File: config.mk
export PLATFORM = sky130hd
export DESIGN_NAME = json_string_field_extractor
export DESIGN_NICKNAME = d
export VERILOG_FILES = /design/src/sv/jsfe_pkg.sv /design/src/sv/jsfe_cfg_regs.sv /design/src/sv/jsfe_parser.sv /design/src/sv/jsfe_result_queue.sv /design/src/sv/json_string_field_extractor.sv
export SDC_FILE = /design/constraint.sdc
export NUM_CORES = 1
export LEC_CHECK = 0
export ABC_AREA = 0
export BUFFER_PORTS_ARGS = -buffer_cell sky130_fd_sc_hd__buf_2
export CAP_MARGIN = 5
export CELL_PAD_IN_SITES_DETAIL_PLACEMENT = 0
export CELL_PAD_IN_SITES_GLOBAL_PLACEMENT = 2
export CORE_MARGIN = 2
export CORE_UTILIZATION = 39
export DETAILED_ROUTE_END_ITERATION = 8
export HOLD_SLACK_MARGIN = 0.08
export PLACE_DENSITY_LB_ADDON = 0.1
export SLEW_MARGIN = 40
export SYNTH_ARGS = -nofsm -noshare
export SYNTH_HDL_FRONTEND = slang
export SYNTH_SLANG_ARGS = --single-unit
export TNS_END_PERCENT = 50
File: constraint.sdc
create_clock -name aclk -period 4.71 [get_ports aclk]
set_input_delay 0.7065 -clock aclk [delete_from_list [all_inputs] [get_ports aclk]]
set_output_delay 0.7065 -clock aclk [all_outputs]
set_load 0.02 [all_outputs]
File: src/sv/jsfe_pkg.sv
package jsfe_pkg;

    // Key storage is fixed by the four 64-bit key registers.
    localparam int KEY_BYTES_STORED = 32;
    localparam int KEY_MAX_BYTES_DEF = 32;

    // Configuration register indexes.
    localparam logic [2:0] REG_KEY_LOW    = 3'd0;
    localparam logic [2:0] REG_KEY_SECOND = 3'd1;
    localparam logic [2:0] REG_KEY_THIRD  = 3'd2;
    localparam logic [2:0] REG_KEY_HIGH   = 3'd3;
    localparam logic [2:0] REG_KEY_LENGTH = 3'd4;

    // Result kinds.
    localparam logic [2:0] K_BYTE         = 3'd0;
    localparam logic [2:0] K_FOUND        = 3'd1;
    localparam logic [2:0] K_MISSING      = 3'd2;
    localparam logic [2:0] K_NOT_STRING   = 3'd3;
    localparam logic [2:0] K_BAD_HEX      = 3'd4;
    localparam logic [2:0] K_UNTERMINATED = 3'd5;

    // UTF-8 encoding constants.
    localparam logic [7:0]  UTF8_LEAD2 = 8'hC0;
    localparam logic [7:0]  UTF8_LEAD3 = 8'hE0;
    localparam logic [7:0]  UTF8_CONT  = 8'h80;
    localparam logic [7:0]  UTF8_MASK6 = 8'h3F;
    localparam logic [15:0] UTF8_TWO_LIMIT   = 16'h0080;
    localparam logic [15:0] UTF8_THREE_LIMIT = 16'h0800;

    // Result queue depth, in groups of results of one input beat.
    localparam int QUEUE_DEPTH = 4;

    typedef struct packed {
        logic [8*KEY_BYTES_STORED-1:0] key_bytes;
        logic [5:0]                    key_length;
    } key_cfg_t;

    typedef struct packed {
        logic [2:0] kind;
        logic [7:0] data;
    } result_t;

    // Up to three results caused by one input beat.
    typedef struct packed {
        logic [1:0] count;
        result_t    r2;
        result_t    r1;
        result_t    r0;
    } result_group_t;

endpackage

File: src/sv/jsfe_cfg_regs.sv
module jsfe_cfg_regs
    import jsfe_pkg::*;
(
    input  logic        aclk,
    input  logic        aresetn,
    input  logic        cfg_valid,
    output logic        cfg_ready,
    input  logic [2:0]  cfg_index,
    input  logic [63:0] cfg_data,
    output key_cfg_t    key_cfg
);

    logic [63:0] key_low_reg;
    logic [63:0] key_second_reg;
    logic [63:0] key_third_reg;
    logic [63:0] key_high_reg;
    logic [5:0]  key_length_reg;

    // Writes are always taken.
    assign cfg_ready = 1'b1;

    // Register decode; unknown indexes are ignored.
    always_ff @(posedge aclk) begin
        if (!aresetn) begin
            key_low_reg    <= '0;
            key_second_reg <= '0;
            key_third_reg  <= '0;
            key_high_reg   <= '0;
            key_length_reg <= '0;
        end else if (cfg_valid) begin
            unique case (cfg_index)
                REG_KEY_LOW:    key_low_reg    <= cfg_data;
                REG_KEY_SECOND: key_second_reg <= cfg_data;
                REG_KEY_THIRD:  key_third_reg  <= cfg_data;
                REG_KEY_HIGH:   key_high_reg   <= cfg_data;
                REG_KEY_LENGTH: key_length_reg <= cfg_data[5:0];
                default: ;
            endcase
        end
    end

    assign key_cfg.key_bytes  = {key_high_reg, key_third_reg, key_second_reg, key_low_reg};
    assign key_cfg.key_length = key_length_reg;

endmodule

File: src/sv/jsfe_parser.sv
module jsfe_parser
    import jsfe_pkg::*;
#(
    parameter int KEY_MAX_BYTES = KEY_MAX_BYTES_DEF
) (
    input  logic          aclk,
    input  logic          aresetn,
    input  logic          accept,
    input  logic [7:0]    in_byte,
    input  logic          end_of_text,
    input  key_cfg_t      key_cfg,
    output result_group_t group
);

    localparam int POS_W = $clog2(KEY_MAX_BYTES + 1);
    localparam int IDX_W = (KEY_MAX_BYTES > 1) ? $clog2(KEY_MAX_BYTES) : 1;

    localparam logic [2:0] PH_SEARCH     = 3'd0;
    localparam logic [2:0] PH_WAIT_VALUE = 3'd1;
    localparam logic [2:0] PH_VALUE      = 3'd2;
    localparam logic [2:0] PH_ESCAPE     = 3'd3;
    localparam logic [2:0] PH_HEX        = 3'd4;
    localparam logic [2:0] PH_DONE       = 3'd5;

    logic [2:0]       phase_reg, phase_next;
    logic [POS_W-1:0] match_pos_reg, match_pos_next;
    logic             match_active_reg, match_active_next;
    logic             awaiting_colon_reg, awaiting_colon_next;
    logic [15:0]      code_point_reg, code_point_next;
    logic [1:0]       hex_seen_reg, hex_seen_next;
    logic             verdict_reg, verdict_next;

    logic [7:0]       key_arr [KEY_MAX_BYTES];
    logic [POS_W-1:0] used_len;
    logic [7:0]       key_byte;
    logic             pos_in_key;
    logic             hex_ok;
    logic [3:0]       hex_val;
    logic [15:0]      cp_new;

    function automatic logic is_space(input logic [7:0] b);
        return (b == 8'h20) || (b == 8'h09) || (b == 8'h0A) || (b == 8'h0D);
    endfunction

    function automatic logic [2:0] end_verdict(input logic [2:0] ph);
        logic [2:0] k;
        unique case (ph)
            PH_WAIT_VALUE:       k = K_NOT_STRING;
            PH_VALUE, PH_ESCAPE: k = K_UNTERMINATED;
            PH_HEX:              k = K_BAD_HEX;
            default:             k = K_MISSING;
        endcase
        return k;
    endfunction

    // Key bytes in use and the clamped key length.
    always_comb begin
        for (int k = 0; k < KEY_MAX_BYTES; k++) begin
            key_arr[k] = key_cfg.key_bytes[k*8 +: 8];
        end
    end

    assign used_len = (key_cfg.key_length > 6'(KEY_MAX_BYTES)) ? POS_W'(KEY_MAX_BYTES)
                                                                : key_cfg.key_length[POS_W-1:0];
    assign pos_in_key = match_pos_reg < used_len;
    assign key_byte   = pos_in_key ? key_arr[match_pos_reg[IDX_W-1:0]] : 8'h00;

    // Hex digit decode for the \u escape.
    always_comb begin
        hex_ok  = 1'b1;
        hex_val = in_byte[3:0];
        if (in_byte >= 8'h30 && in_byte <= 8'h39) begin
            hex_val = in_byte[3:0];
        end else if ((in_byte >= 8'h61 && in_byte <= 8'h66) ||
                     (in_byte >= 8'h41 && in_byte <= 8'h46)) begin
            hex_val = in_byte[3:0] + 4'd9;
        end else begin
            hex_ok = 1'b0;
        end
    end

    assign cp_new = {code_point_reg[11:0], hex_val};

    // Next state and the results of one accepted beat.
    always_comb begin
        phase_next          = phase_reg;
        match_pos_next      = match_pos_reg;
        match_active_next   = match_active_reg;
        awaiting_colon_next = awaiting_colon_reg;
        code_point_next     = code_point_reg;
        hex_seen_next       = hex_seen_reg;
        verdict_next        = verdict_reg;
        group               = '0;

        if (end_of_text) begin
            if (!verdict_reg) begin
                group.count   = 2'd1;
                group.r0.kind = end_verdict(phase_reg);
            end
            phase_next          = PH_SEARCH;
            match_pos_next      = '0;
            match_active_next   = 1'b0;
            awaiting_colon_next = 1'b0;
            code_point_next     = '0;
            hex_seen_next       = '0;
            verdict_next        = 1'b0;
        end else if (verdict_reg) begin
            // Bytes after a verdict are dropped.
        end else if (in_byte == 8'h00) begin
            group.count   = 2'd1;
            group.r0.kind = end_verdict(phase_reg);
            phase_next    = PH_DONE;
            verdict_next  = 1'b1;
        end else begin
            unique case (phase_reg)
                PH_SEARCH: begin
                    if (in_byte == 8'h22) begin
                        awaiting_colon_next = match_active_reg && (match_pos_reg == used_len);
                        match_active_next   = 1'b1;
                        match_pos_next      = '0;
                    end else if (awaiting_colon_reg && in_byte == 8'h3A) begin
                        phase_next          = PH_WAIT_VALUE;
                        awaiting_colon_next = 1'b0;
                        match_active_next   = 1'b0;
                        match_pos_next      = '0;
                    end else begin
                        if (!is_space(in_byte)) begin
                            awaiting_colon_next = 1'b0;
                        end
                        if (match_active_reg) begin
                            if (pos_in_key && in_byte == key_byte) begin
                                match_pos_next = match_pos_reg + 1'b1;
                            end else begin
                                match_active_next = 1'b0;
                                match_pos_next    = '0;
                            end
                        end
                    end
                end
                PH_WAIT_VALUE: begin
                    if (in_byte == 8'h22) begin
                        phase_next = PH_VALUE;
                    end else if (!is_space(in_byte)) begin
                        group.count   = 2'd1;
                        group.r0.kind = K_NOT_STRING;
                        phase_next    = PH_DONE;
                        verdict_next  = 1'b1;
                    end
                end
                PH_VALUE: begin
                    if (in_byte == 8'h5C) begin
                        phase_next = PH_ESCAPE;
                    end else if (in_byte == 8'h22) begin
                        group.count   = 2'd1;
                        group.r0.kind = K_FOUND;
                        phase_next    = PH_DONE;
                        verdict_next  = 1'b1;
                    end else begin
                        group.count   = 2'd1;
                        group.r0.kind = K_BYTE;
                        group.r0.data = in_byte;
                    end
                end
                PH_ESCAPE: begin
                    if (in_byte == 8'h75) begin
                        phase_next      = PH_HEX;
                        code_point_next = '0;
                        hex_seen_next   = '0;
                    end else begin
                        phase_next    = PH_VALUE;
                        group.count   = 2'd1;
                        group.r0.kind = K_BYTE;
                        case (in_byte)
                            8'h6E:   group.r0.data = 8'h0A;
                            8'h72:   group.r0.data = 8'h0D;
                            8'h74:   group.r0.data = 8'h09;
                            8'h62:   group.r0.data = 8'h08;
                            8'h66:   group.r0.data = 8'h0C;
                            default: group.r0.data = in_byte;
                        endcase
                    end
                end
                PH_HEX: begin
                    if (!hex_ok) begin
                        group.count   = 2'd1;
                        group.r0.kind = K_BAD_HEX;
                        phase_next    = PH_DONE;
                        verdict_next  = 1'b1;
                    end else if (hex_seen_reg != 2'd3) begin
                        code_point_next = cp_new;
                        hex_seen_next   = hex_seen_reg + 2'd1;
                    end else begin
                        // Fourth digit: encode the code point as UTF-8.
                        code_point_next = '0;
                        hex_seen_next   = '0;
                        phase_next      = PH_VALUE;
                        group.r0.kind   = K_BYTE;
                        group.r1.kind   = K_BYTE;
                        group.r2.kind   = K_BYTE;
                        if (cp_new < UTF8_TWO_LIMIT) begin
                            group.count   = 2'd1;
                            group.r0.data = cp_new[7:0];
                        end else if (cp_new < UTF8_THREE_LIMIT) begin
                            group.count   = 2'd2;
                            group.r0.data = UTF8_LEAD2 | {3'b000, cp_new[10:6]};
                            group.r1.data = UTF8_CONT | ({2'b00, cp_new[5:0]} & UTF8_MASK6);
                        end else begin
                            group.count   = 2'd3;
                            group.r0.data = UTF8_LEAD3 | {4'h0, cp_new[15:12]};
                            group.r1.data = UTF8_CONT | ({2'b00, cp_new[11:6]} & UTF8_MASK6);
                            group.r2.data = UTF8_CONT | ({2'b00, cp_new[5:0]} & UTF8_MASK6);
                        end
                    end
                end
                default: ;
            endcase
        end
    end

    // Parser state registers.
    always_ff @(posedge aclk) begin
        if (!aresetn) begin
            phase_reg          <= PH_SEARCH;
            match_pos_reg      <= '0;
            match_active_reg   <= 1'b0;
            awaiting_colon_reg <= 1'b0;
            code_point_reg     <= '0;
            hex_seen_reg       <= '0;
            verdict_reg        <= 1'b0;
        end else if (accept) begin
            phase_reg          <= phase_next;
            match_pos_reg      <= match_pos_next;
            match_active_reg   <= match_active_next;
            awaiting_colon_reg <= awaiting_colon_next;
            code_point_reg     <= code_point_next;
            hex_seen_reg       <= hex_seen_next;
            verdict_reg        <= verdict_next;
        end
    end

endmodule

File: src/sv/jsfe_result_queue.sv
module jsfe_result_queue
    import jsfe_pkg::*;
(
    input  logic          aclk,
    input  logic          aresetn,
    input  logic          push,
    input  result_group_t push_group,
    output logic          not_full,
    output logic          m_valid,
    input  logic          m_ready,
    output logic [2:0]    m_kind,
    output logic [7:0]    m_out_byte,
    output logic          m_last_of_run
);

    localparam int PTR_W = $clog2(QUEUE_DEPTH);
    localparam int CNT_W = $clog2(QUEUE_DEPTH + 1);

    result_group_t    mem [QUEUE_DEPTH];
    logic [PTR_W-1:0] wr_ptr_reg;
    logic [PTR_W-1:0] rd_ptr_reg;
    logic [CNT_W-1:0] count_reg;
    logic [1:0]       sub_reg;
    result_group_t    head;
    result_t          head_res;
    logic             head_last;
    logic             out_beat;
    logic             pop;

    assign not_full = count_reg != CNT_W'(QUEUE_DEPTH);
    assign m_valid  = count_reg != '0;
    assign head     = mem[rd_ptr_reg];

    // Pick the current result of the head group.
    always_comb begin
        case (sub_reg)
            2'd1:    head_res = head.r1;
            2'd2:    head_res = head.r2;
            default: head_res = head.r0;
        endcase
    end

    assign head_last     = sub_reg == (head.count - 2'd1);
    assign m_kind        = head_res.kind;
    assign m_out_byte    = head_res.data;
    assign m_last_of_run = head_last;

    assign out_beat = m_valid && m_ready;
    assign pop      = out_beat && head_last;

    // Group storage.
    always_ff @(posedge aclk) begin
        if (push) begin
            mem[wr_ptr_reg] <= push_group;
        end
    end

    // Pointers, fill count and position within the head group.
    always_ff @(posedge aclk) begin
        if (!aresetn) begin
            wr_ptr_reg <= '0;
            rd_ptr_reg <= '0;
            count_reg  <= '0;
            sub_reg    <= '0;
        end else begin
            if (push) begin
                wr_ptr_reg <= wr_ptr_reg + 1'b1;
            end
            if (pop) begin
                rd_ptr_reg <= rd_ptr_reg + 1'b1;
            end
            if (push && !pop) begin
                count_reg <= count_reg + 1'b1;
            end else if (pop && !push) begin
                count_reg <= count_reg - 1'b1;
            end
            if (out_beat) begin
                sub_reg <= head_last ? 2'd0 : sub_reg + 2'd1;
            end
        end
    end

endmodule

File: src/sv/json_string_field_extractor.sv
// Streaming JSON string field extractor. Each input beat carries one text byte (or an
// end-of-text mark), and one beat is taken every cycle while the four-group result queue
// has room. The byte updates the parser state in the cycle it is accepted; the results it
// causes (none, one status or value byte, or up to three UTF-8 bytes at the end of a \u
// escape) enter the queue together and leave on the result channel one per cycle while
// m_ready is high. The output channel's rate, with the number of results each beat causes,
// sets the sustained input rate. The user must write the key and its length through the
// configuration channel only while the block is idle; the block does not enforce this.
module json_string_field_extractor
    import jsfe_pkg::*;
#(
    parameter int KEY_MAX_BYTES = KEY_MAX_BYTES_DEF
) (
    input  logic        aclk,
    input  logic        aresetn,
    input  logic        cfg_valid,
    output logic        cfg_ready,
    input  logic [2:0]  cfg_index,
    input  logic [63:0] cfg_data,
    input  logic        s_valid,
    output logic        s_ready,
    input  logic [7:0]  s_in_byte,
    input  logic        s_end_of_text,
    output logic        m_valid,
    input  logic        m_ready,
    output logic [2:0]  m_kind,
    output logic [7:0]  m_out_byte,
    output logic        m_last_of_run
);

    key_cfg_t      key_cfg;
    result_group_t group;
    logic          in_beat;
    logic          queue_not_full;

    assign s_ready = queue_not_full;
    assign in_beat = s_valid && s_ready;

    // Configuration registers.
    jsfe_cfg_regs u_cfg (
        .aclk      (aclk),
        .aresetn   (aresetn),
        .cfg_valid (cfg_valid),
        .cfg_ready (cfg_ready),
        .cfg_index (cfg_index),
        .cfg_data  (cfg_data),
        .key_cfg   (key_cfg)
    );

    // Key match and value decode.
    jsfe_parser #(
        .KEY_MAX_BYTES (KEY_MAX_BYTES)
    ) u_parser (
        .aclk        (aclk),
        .aresetn     (aresetn),
        .accept      (in_beat),
        .in_byte     (s_in_byte),
        .end_of_text (s_end_of_text),
        .key_cfg     (key_cfg),
        .group       (group)
    );

    // Result queue and serializer.
    jsfe_result_queue u_queue (
        .aclk          (aclk),
        .aresetn       (aresetn),
        .push          (in_beat && (group.count != 2'd0)),
        .push_group    (group),
        .not_full      (queue_not_full),
        .m_valid       (m_valid),
        .m_ready       (m_ready),
        .m_kind        (m_kind),
        .m_out_byte    (m_out_byte),
        .m_last_of_run (m_last_of_run)
    );

`ifndef SYNTHESIS
    // A status always closes its run and carries a zero byte.
    a_status_last: assert property (@(posedge aclk) disable iff (!aresetn)
        (m_valid && m_kind != K_BYTE) |-> (m_last_of_run && m_out_byte == 8'h00))
        else $error("status result without last_of_run or with nonzero byte");

    // Input stalls only when results are waiting.
    a_stall_has_output: assert property (@(posedge aclk) disable iff (!aresetn)
        !s_ready |-> m_valid)
        else $error("input stalled with an empty result queue");

    // A value byte that is not the last of its run is followed by another value byte.
    a_run_continues: assert property (@(posedge aclk) disable iff (!aresetn)
        (m_valid && m_ready && !m_last_of_run) |=> (m_valid && m_kind == K_BYTE))
        else $error("run of results broken");
`endif

endmodule
==> metrics.md, run 1 <==
| Metric | Value |
|---|---|
| Status | completed |
| DIE HEIGHT | around 220 µm |
| Synthesis warning total | 0 |
| Power Density | 411 nW/µm² |
| DR pass1 iterations | 5 |
| Internal power | between 6 and 7 mW |
| Clock transition at the registers of the reported paths | about 0.060 ns |
| Final Hold Fails | 0 |
| Slew HR | a little under half |
| Grt ovf | 0 |
| Slowest-stage cell, CP | fa_1 |
| Setup Fix Bufs, Post-CTS | 0 |
| Placed insts | between 2000 and 3000 |
| Core box area | around 47000 µm² |
| CP Class | in -> reg |
| Startpoint class of the critical path | input pin |
| Initial Utilization | between 30% and 40% |
| Clock latency on the worst-skew pair | ~0.58 ns |
| Post-CTS resize count | 0 |
| Worst hold path class | in -> reg |
| Vias per cell | roughly 5.4 |
| CP required | around 5.2 ns |
| Starting DRC count in detailed routing | slightly below 900 |
| CTS tree | done |
| Register bit total from synthesis | approximately 410 |
| Die area | approximately 50000 µm² |
| Max-slew violations | 0 |
| Hold-fix buffer count after cts | 0 |
| Drt wl/cell | ~21 µm |
| Worst-path fanout max | 9 |
| FP Rows | between 70 and 80 |
| Largest Register | u_queue.mem |
| Number of flops mapped to enable cells by yosys | about 110 |
| Residual DRC | 0 |
| Setup TNS | 0 ns |
| Max rail drop VDD | 0.297 mV |
| CTS buffer count | 46 |
| Layout Cells excl Fill | around 2700 |
| RSZ-0062 raised after global routing | no |
| Mapped cell area | about 18000 µm² |
| Vias in the first global route | 13865 |
| Sequential share of the synthesized area | between 50% and 60% |
| Post-synthesis async set-or-reset flop share | 0% |
| Fin nets | roughly 2100 |
| Total track usage | 23.0% |
| Power share of the clock group | 42.5% |
| Gate Count Post-Synth | 2000 |
| I/O pin cnt | 96 |
| Clock tree buffer depth | 3 |
| CP arrival | 4.40 ns |
| Number of setup violations in the final report | 0 |
| ANT nets after route | 0 |
| Area share of the largest cell type after synthesis | 32.6% |
| CTS sink count | slightly above 400 |
| First-pass GRT wire length | 86.9 mm |
| Total Routed Length | 56.8 mm |
| Final clock skew | 0.0124 ns |
| Reg power frac | about 45% |
| Ys flop type | dfxtp_1 |
| CP Cell Sequence | buf_2, inv_1, ha_1, nand2b_1, o211ai_1, o21ai_0, and4_1, and2_1, nand2_1, a21oi_2, ha_1, inv_1, fa_1, xor2_1, or3_1, a21oi_1 |
| H-Tree Depth | 2 |
| Yosys cell types | 69 |
| Largest net degree at the start of global routing | about 150 |
| Tightest Pin Transition | approximately 0.8 ns |
| Synth top area cells | dfxtp_1 33%, edfxtp_1 18%, nand2_1 12%, a21oi_1 8.4%, mux4_2 6.0% |
| Antenna violations before repair | 3 |
| Total nets after synthesis | 2101 |
| Most frequent cell after synthesis | nand2_1 |
| Comb power frac | 12.6% |
| Clock Tree Root | clkbuf_16 |
| Switching Share | 26.3% |
| DR vias | between 10000 and 15000 |
| Hpwl dp | between 30 and 40 mm |
| Max stage delay on crit path | about 0.43 ns |
| Max Clk Rate | about 260 MHz |
| Synth cell count leaders | 589 x nand2_1, 309 x a21oi_1, 299 x dfxtp_1 |
| Period Utilization, post-route | about 83% |
| Layout cells sized above 1 | ~14% |
| # fillers | between 4000 and 5000 |
| Fin crit period | ~4 ns |
| Die Span X | ~220 µm |
| Gpl congestion | around 0.86 |
| Cell leakage power | between 6 and 7 nW |
| Max reg flops | about 110 |
| Post-synth top area cell | dfxtp_1 |
| Switch Pwr | between 2 and 2.5 mW |
| I/O Buffers | between 90 and 100 |
| Mean post-synth cell area | 9.19 µm² |
| Area grow syn2layout | 13.5% |
| Element type at the critical path end | flip-flop |
| Max cap viols | 0 |
-- cells by family (layout without fill, tap and decap cells) --
group,after synthesis,in the layout,share of synthesized area (%)
XOR/XNOR,16,16,0.763
AND/OR/NAND/NOR,797,797,18.1
buffers and inverters,168,241,4.28
other,1,3,0.0204
multiplexers,150,150,11.7
flip-flops,407,407,50.2
AO/OA/AOI/OAI,441,441,13.5
adder cells (fa/ha/maj),20,20,1.40
-- final timing paths --
path	cells past startpoint	slack [ns]	to	startpoint
setup / recovery	16	0.81	u_queue.count_reg[2]	s_in_byte[0]
hold reg to reg	2	0.45	u_cfg.key_low_reg[55]	u_cfg.key_low_reg[55]
setup reg to reg	10	1.04	u_parser.match_pos_reg[5]	u_parser.match_pos_reg[3]
hold / removal	3	0.40	u_cfg.key_third_reg[17]	cfg_data[17]
-- cell usage in the layout, fill, tap and decap left out, types with 7 or more instances in the layout --
master     synthesis  routed
o21ai_0           37      37
inv_1             23      22
nand4_1           13      13
buf_2              9      94
clkbuf_8           0       7
edfxtp_1         108     108
nor2_1            82      80
buf_4              9      32
nor2b_1           13      11
mux2i_1           96      96
dfxtp_1          299     296
nand2b_1           7       7
xor2_1            10      10
nor3_1            17      16
and2_1            13      12
nand2_1          589     588
a21o_1             8       8
a22oi_1           51      51
clkbuf_1          99       9
nor4_1             7       7
or3_1              7       7
a21oi_1          309     309
ha_1              19      19
nand3_1           17      16
mux4_2            49      49
clkbuf_16          0      47
-- cell type report --
cell class	count	area, µm²	share of cell area, %
sequential	407	9240	44.3
multi-input combinational	1425	8390	40.2
clock buffer	63	1310	6.27
timing repair buffer	133	816	3.91
tap	607	759	3.64
clock inverter	20	226	1.09
inverter	25	106	0.510
antenna	2	5.00	0.0240
-- worst max-delay path, delay by kind of cell --
kind / cells / cell delay, ns
buffers and inverters: 3 / 0.35
xor gates and xnor gates: 1 / 0.18
and+or+nand+nor: 5 / 1.26
AOI/OAI and AO/OA: 4 / 0.97
adders and majority gates: 3 / 0.92
-- metal layers --
metal,share of wire (%),track usage (%),vias up
met3,4.1,3.03,73
met2,50,40.0,283
met1,44,30.2,6993
met4,1.8,5.46,4
met5,0.053,0,-
li1,-,-,7023
-- metrics by stage --
stage                     total power, mW  util, %  cell area [µm²]  setup slack [ns]  hold WS (ns)
final                                8.56     44.8            20800             0.812         0.396
after global routing                 8.92     44.8            20800             0.540         0.381
after CTS                            8.68     44.7            20800             0.851         0.374
after detailed placement             5.02     41.4            19300             0.255         0.445
after global placement               5.00     41.4            19300             0.335         0.438
after floorplan                      4.61        -            18400             0.946         0.432
-- power by group through the flow --
stage	combinational, mW	clock [mW]	sequential (mW)
6_report	1.08	3.64	3.84
3_3_place_gp	1.09	0	3.91
4_1_cts	1.10	3.73	3.85
2_1_floorplan	0.726	0	3.88
5_1_grt	1.18	3.88	3.86
3_5_place_dp	1.10	0	3.92
No activity file was read; power rests on OpenSTA's default activity.
==> run 2, diff against run 1 <==
- ABC_AREA: 0 -> 1
- CORE_UTILIZATION: 39 -> 36
- clock period: 4.71 -> 3.8 ns (I/O delays scaled with it)
==> run 2 against run 1 <==
  * Largest cell class unchanged
  * Synthesized area up 2.3%
  * Global-route usage up 0.82 points
  * Critical endpoint is now u_parser.match_pos_reg[3]
  * Die area up 11%
  * Combinational power up 110%
  * Utilization down 3.0 points
  * Critical path type is now reg -> reg
  * First-iteration DRC count up 10%
  * Final area up 3.1%
==> metrics.md, run 2 <==
| Metric | Value |
|---|---|
| CTS tree | done |
| Layout cells sized above 1 | about a tenth |
| Post-synth top area cell | dfxtp_1 |
| Clock latency on the worst-skew pair | 0.59 ns |
| Period Utilization, post-route | slightly below 90% |
| Fin crit period | between 3 and 4 ns |
| Cell leakage power | 8.36 nW |
| DR pass1 iterations | 5 |
| Tightest Pin Transition | ~0.84 ns |
| Setup Fix Bufs, Post-CTS | 0 |
| Gpl congestion | roughly 0.84 |
| Placed insts | between 3000 and 4000 |
| Largest Register | u_queue.mem |
| Area share of the largest cell type after synthesis | 31.9% |
| Ys flop type | dfxtp_1 |
| Hpwl dp | just over 40 mm |
| Max reg flops | 108 |
| XOR/XNOR Fraction of Synth Area | less than 1% |
| FP Rows | between 80 and 90 |
| Main combinational cell family by area after synthesis | simple AND/OR/NAND/NOR gates |
| Mean post-synth cell area | around 7.5 µm² |
| # fillers | 5311 |
| DIE HEIGHT | ~230 µm |
| Register bit total from synthesis | between 400 and 500 |
| Most frequent cell after synthesis | nor2_1 |
| Max rail drop VDD | 0.312 mV |
| Total nets after synthesis | 2604 |
| CTS sink count | ~410 |
| Commonest non-fill, non-tap cell in the layout | nor2_1 |
| Total Routed Length | around 64 mm |
| Synth cell count leaders | 508 x nor2_1, 378 x nand2_1, 338 x o21ai_0 |
| Post-synthesis mux area share | 0% |
| Tot Pwr | between 10 and 15 mW |
| Worst-path fanout max | 13 |
| ANT nets after route | 0 |
| H-Tree Depth | 2 |
| I/O Buffers | 94 |
| Area grow syn2layout | 14.4% |
| Synthesis warning total | 0 |
| R2R depth | 17 |
| Clock Tree Root | clkbuf_16 |
| Largest net degree at the start of global routing | roughly 150 |
| First-pass GRT wire length | between 90 and 100 mm |
| Number of setup violations in the final report | 0 |
| Die area | 54000 µm² |
| Drt wl/cell | roughly 20 µm |
| Vias per cell | about 5 |
| Clock transition at the registers of the reported paths | 0.06 ns |
| Post-synthesis async set-or-reset flop share | 0% |
| CTS buffer count | 46 |
| Multi-input logic area | 8170 µm² |
| I/O pin cnt | between 90 and 100 |
| Power Density | roughly 550 nW/µm² |
| Starting DRC count in detailed routing | between 900 and 1000 |
| Slew HR | approximately 44% |
| Number of flops mapped to enable cells by yosys | 108 |
| Hold Crit Depth | 3 |
| Layout Cells excl Fill | about 3200 |
| Post-synthesis simple-gate area fraction | approximately 26% |
| Synth Area in Compound Gates | between 10% and 20% |
| Post-DP Area | around 20000 µm² |
| Core box area | approximately 50000 µm² |
| Antenna violations before repair | 5 |
| Initial Utilization | approximately 37% |
| Sequential share of the synthesized area | a little under 50% |
| Status | completed |
| Final clock skew | 0.0208 ns |
| Residual DRC | 0 |
| Die Span X | around 230 µm |
| Setup TNS | 0 ns |
| Post-CTS resize count | 0 |
| Gate Count Post-Synth | 2503 |
| Startpoint class of the critical path | flip-flop |
| Max cap viols | 0 |
| Final instance area | ~21000 µm² |
| Total track usage | 23.8% |
| FF+latch area | a little over 9000 µm² |
| Synth top area cells | dfxtp_1 32%, edfxtp_1 17%, nor2_1 10%, o21ai_0 9.0%, nand2_1 7.6% |
| Vias in the first global route | between 15000 and 20000 |
| CP required | 4.30 ns |
| Max Clk Rate | around 300 MHz |
| Clock tree buffer depth | 3 |
| Mapped cell area | around 19000 µm² |
| Ant diodes | 0 |
| CP arrival | between 3 and 4 ns |
| Fin nets | 2631 |
| CP Class | reg -> reg |
| Max-slew violations | 0 |
| RSZ-0062 raised after global routing | no |
| Post-synthesis adder-cell area fraction | 1.37% |
| Grt ovf | 0 |
| Element type at the critical path end | flip-flop |
| Final Hold Fails | 0 |
| Hold-fix buffer count after cts | 0 |
| Hold Slack | between 0.2 and 0.3 ns |
| Worst hold path class | in -> reg |
| Yosys cell types | 48 |
| DR vias | around 17000 |
| Commonest non-fill, non-tap cells in the layout | 503 x nor2_1, 378 x nand2_1, 337 x o21ai_0 |
[run 2: layout make-up]
type / count / share of cell area [%]
inverters: 175 / 3.09
flip-flops and latches: 407 / 43.0
well taps: 680 / 3.96
repair buffers: 144 / 4.62
clock buffers: 66 / 6.32
clock inverters: 20 / 1.04
multi-input cells: 1756 / 38.0
[run 2: stage by stage]
stage / utilization (%) / setup slack, ns
2_1_floorplan: - / 0.0700
3_3_place_gp: 38.7 / 0.129
3_5_place_dp: 38.7 / 0.191
4_1_cts: 41.8 / 0.450
5_1_grt: 41.8 / 0.0289
6_report: 41.8 / 0.454
[run 2: worst paths after layout]
kind              slack (ns)                         to               startpoint
hold reg to reg         0.44     u_cfg.key_high_reg[37]   u_cfg.key_high_reg[37]
setup reg to reg        0.45  u_parser.match_pos_reg[3]  u_cfg.key_length_reg[1]
setup / recovery        0.45  u_parser.match_pos_reg[3]  u_cfg.key_length_reg[1]
hold / removal          0.25   u_cfg.key_second_reg[34]             cfg_data[34]
[run 2: per-layer routing]
layer / global-route usage [%] / wire, µm
met5: 0 / 20
met4: 8.19 / 2090
met3: 2.87 / 2470
met2: 40.8 / 30900
met1: 30.8 / 28600
[run 2: worst max-delay path, stage by stage, from the launching register on]
cell     delay, ns
dfxtp_1       0.33
or4_1         0.49
o21ai_0       0.21
nand2_1       0.09
ha_1          0.29
inv_1         0.07
nor2_1        0.04
o21ai_0       0.14
o211a_1       0.41
nand3_1       0.17
nand2_1       0.08
nand2_1       0.04
nor2_1        0.11
nand2_1       0.06
nor2_1        0.16
and2_1        0.32
nand2_1       0.11
a21oi_2       0.12
[run 2: logic make-up after synthesis]
group / Yosys count
adder cells (fa/ha/maj): 20
flip-flops: 407
AO/OA/AOI/OAI: 545
other: 1
XOR/XNOR: 11
AND/OR/NAND/NOR: 1179
buffers and inverters: 340
[run 2: where the power goes]
part           internal [mW]  total [mW]  switching [mW]
clock network           2.76        4.62            1.86
logic                  0.707        2.32            1.61
registers               4.80        4.96           0.151
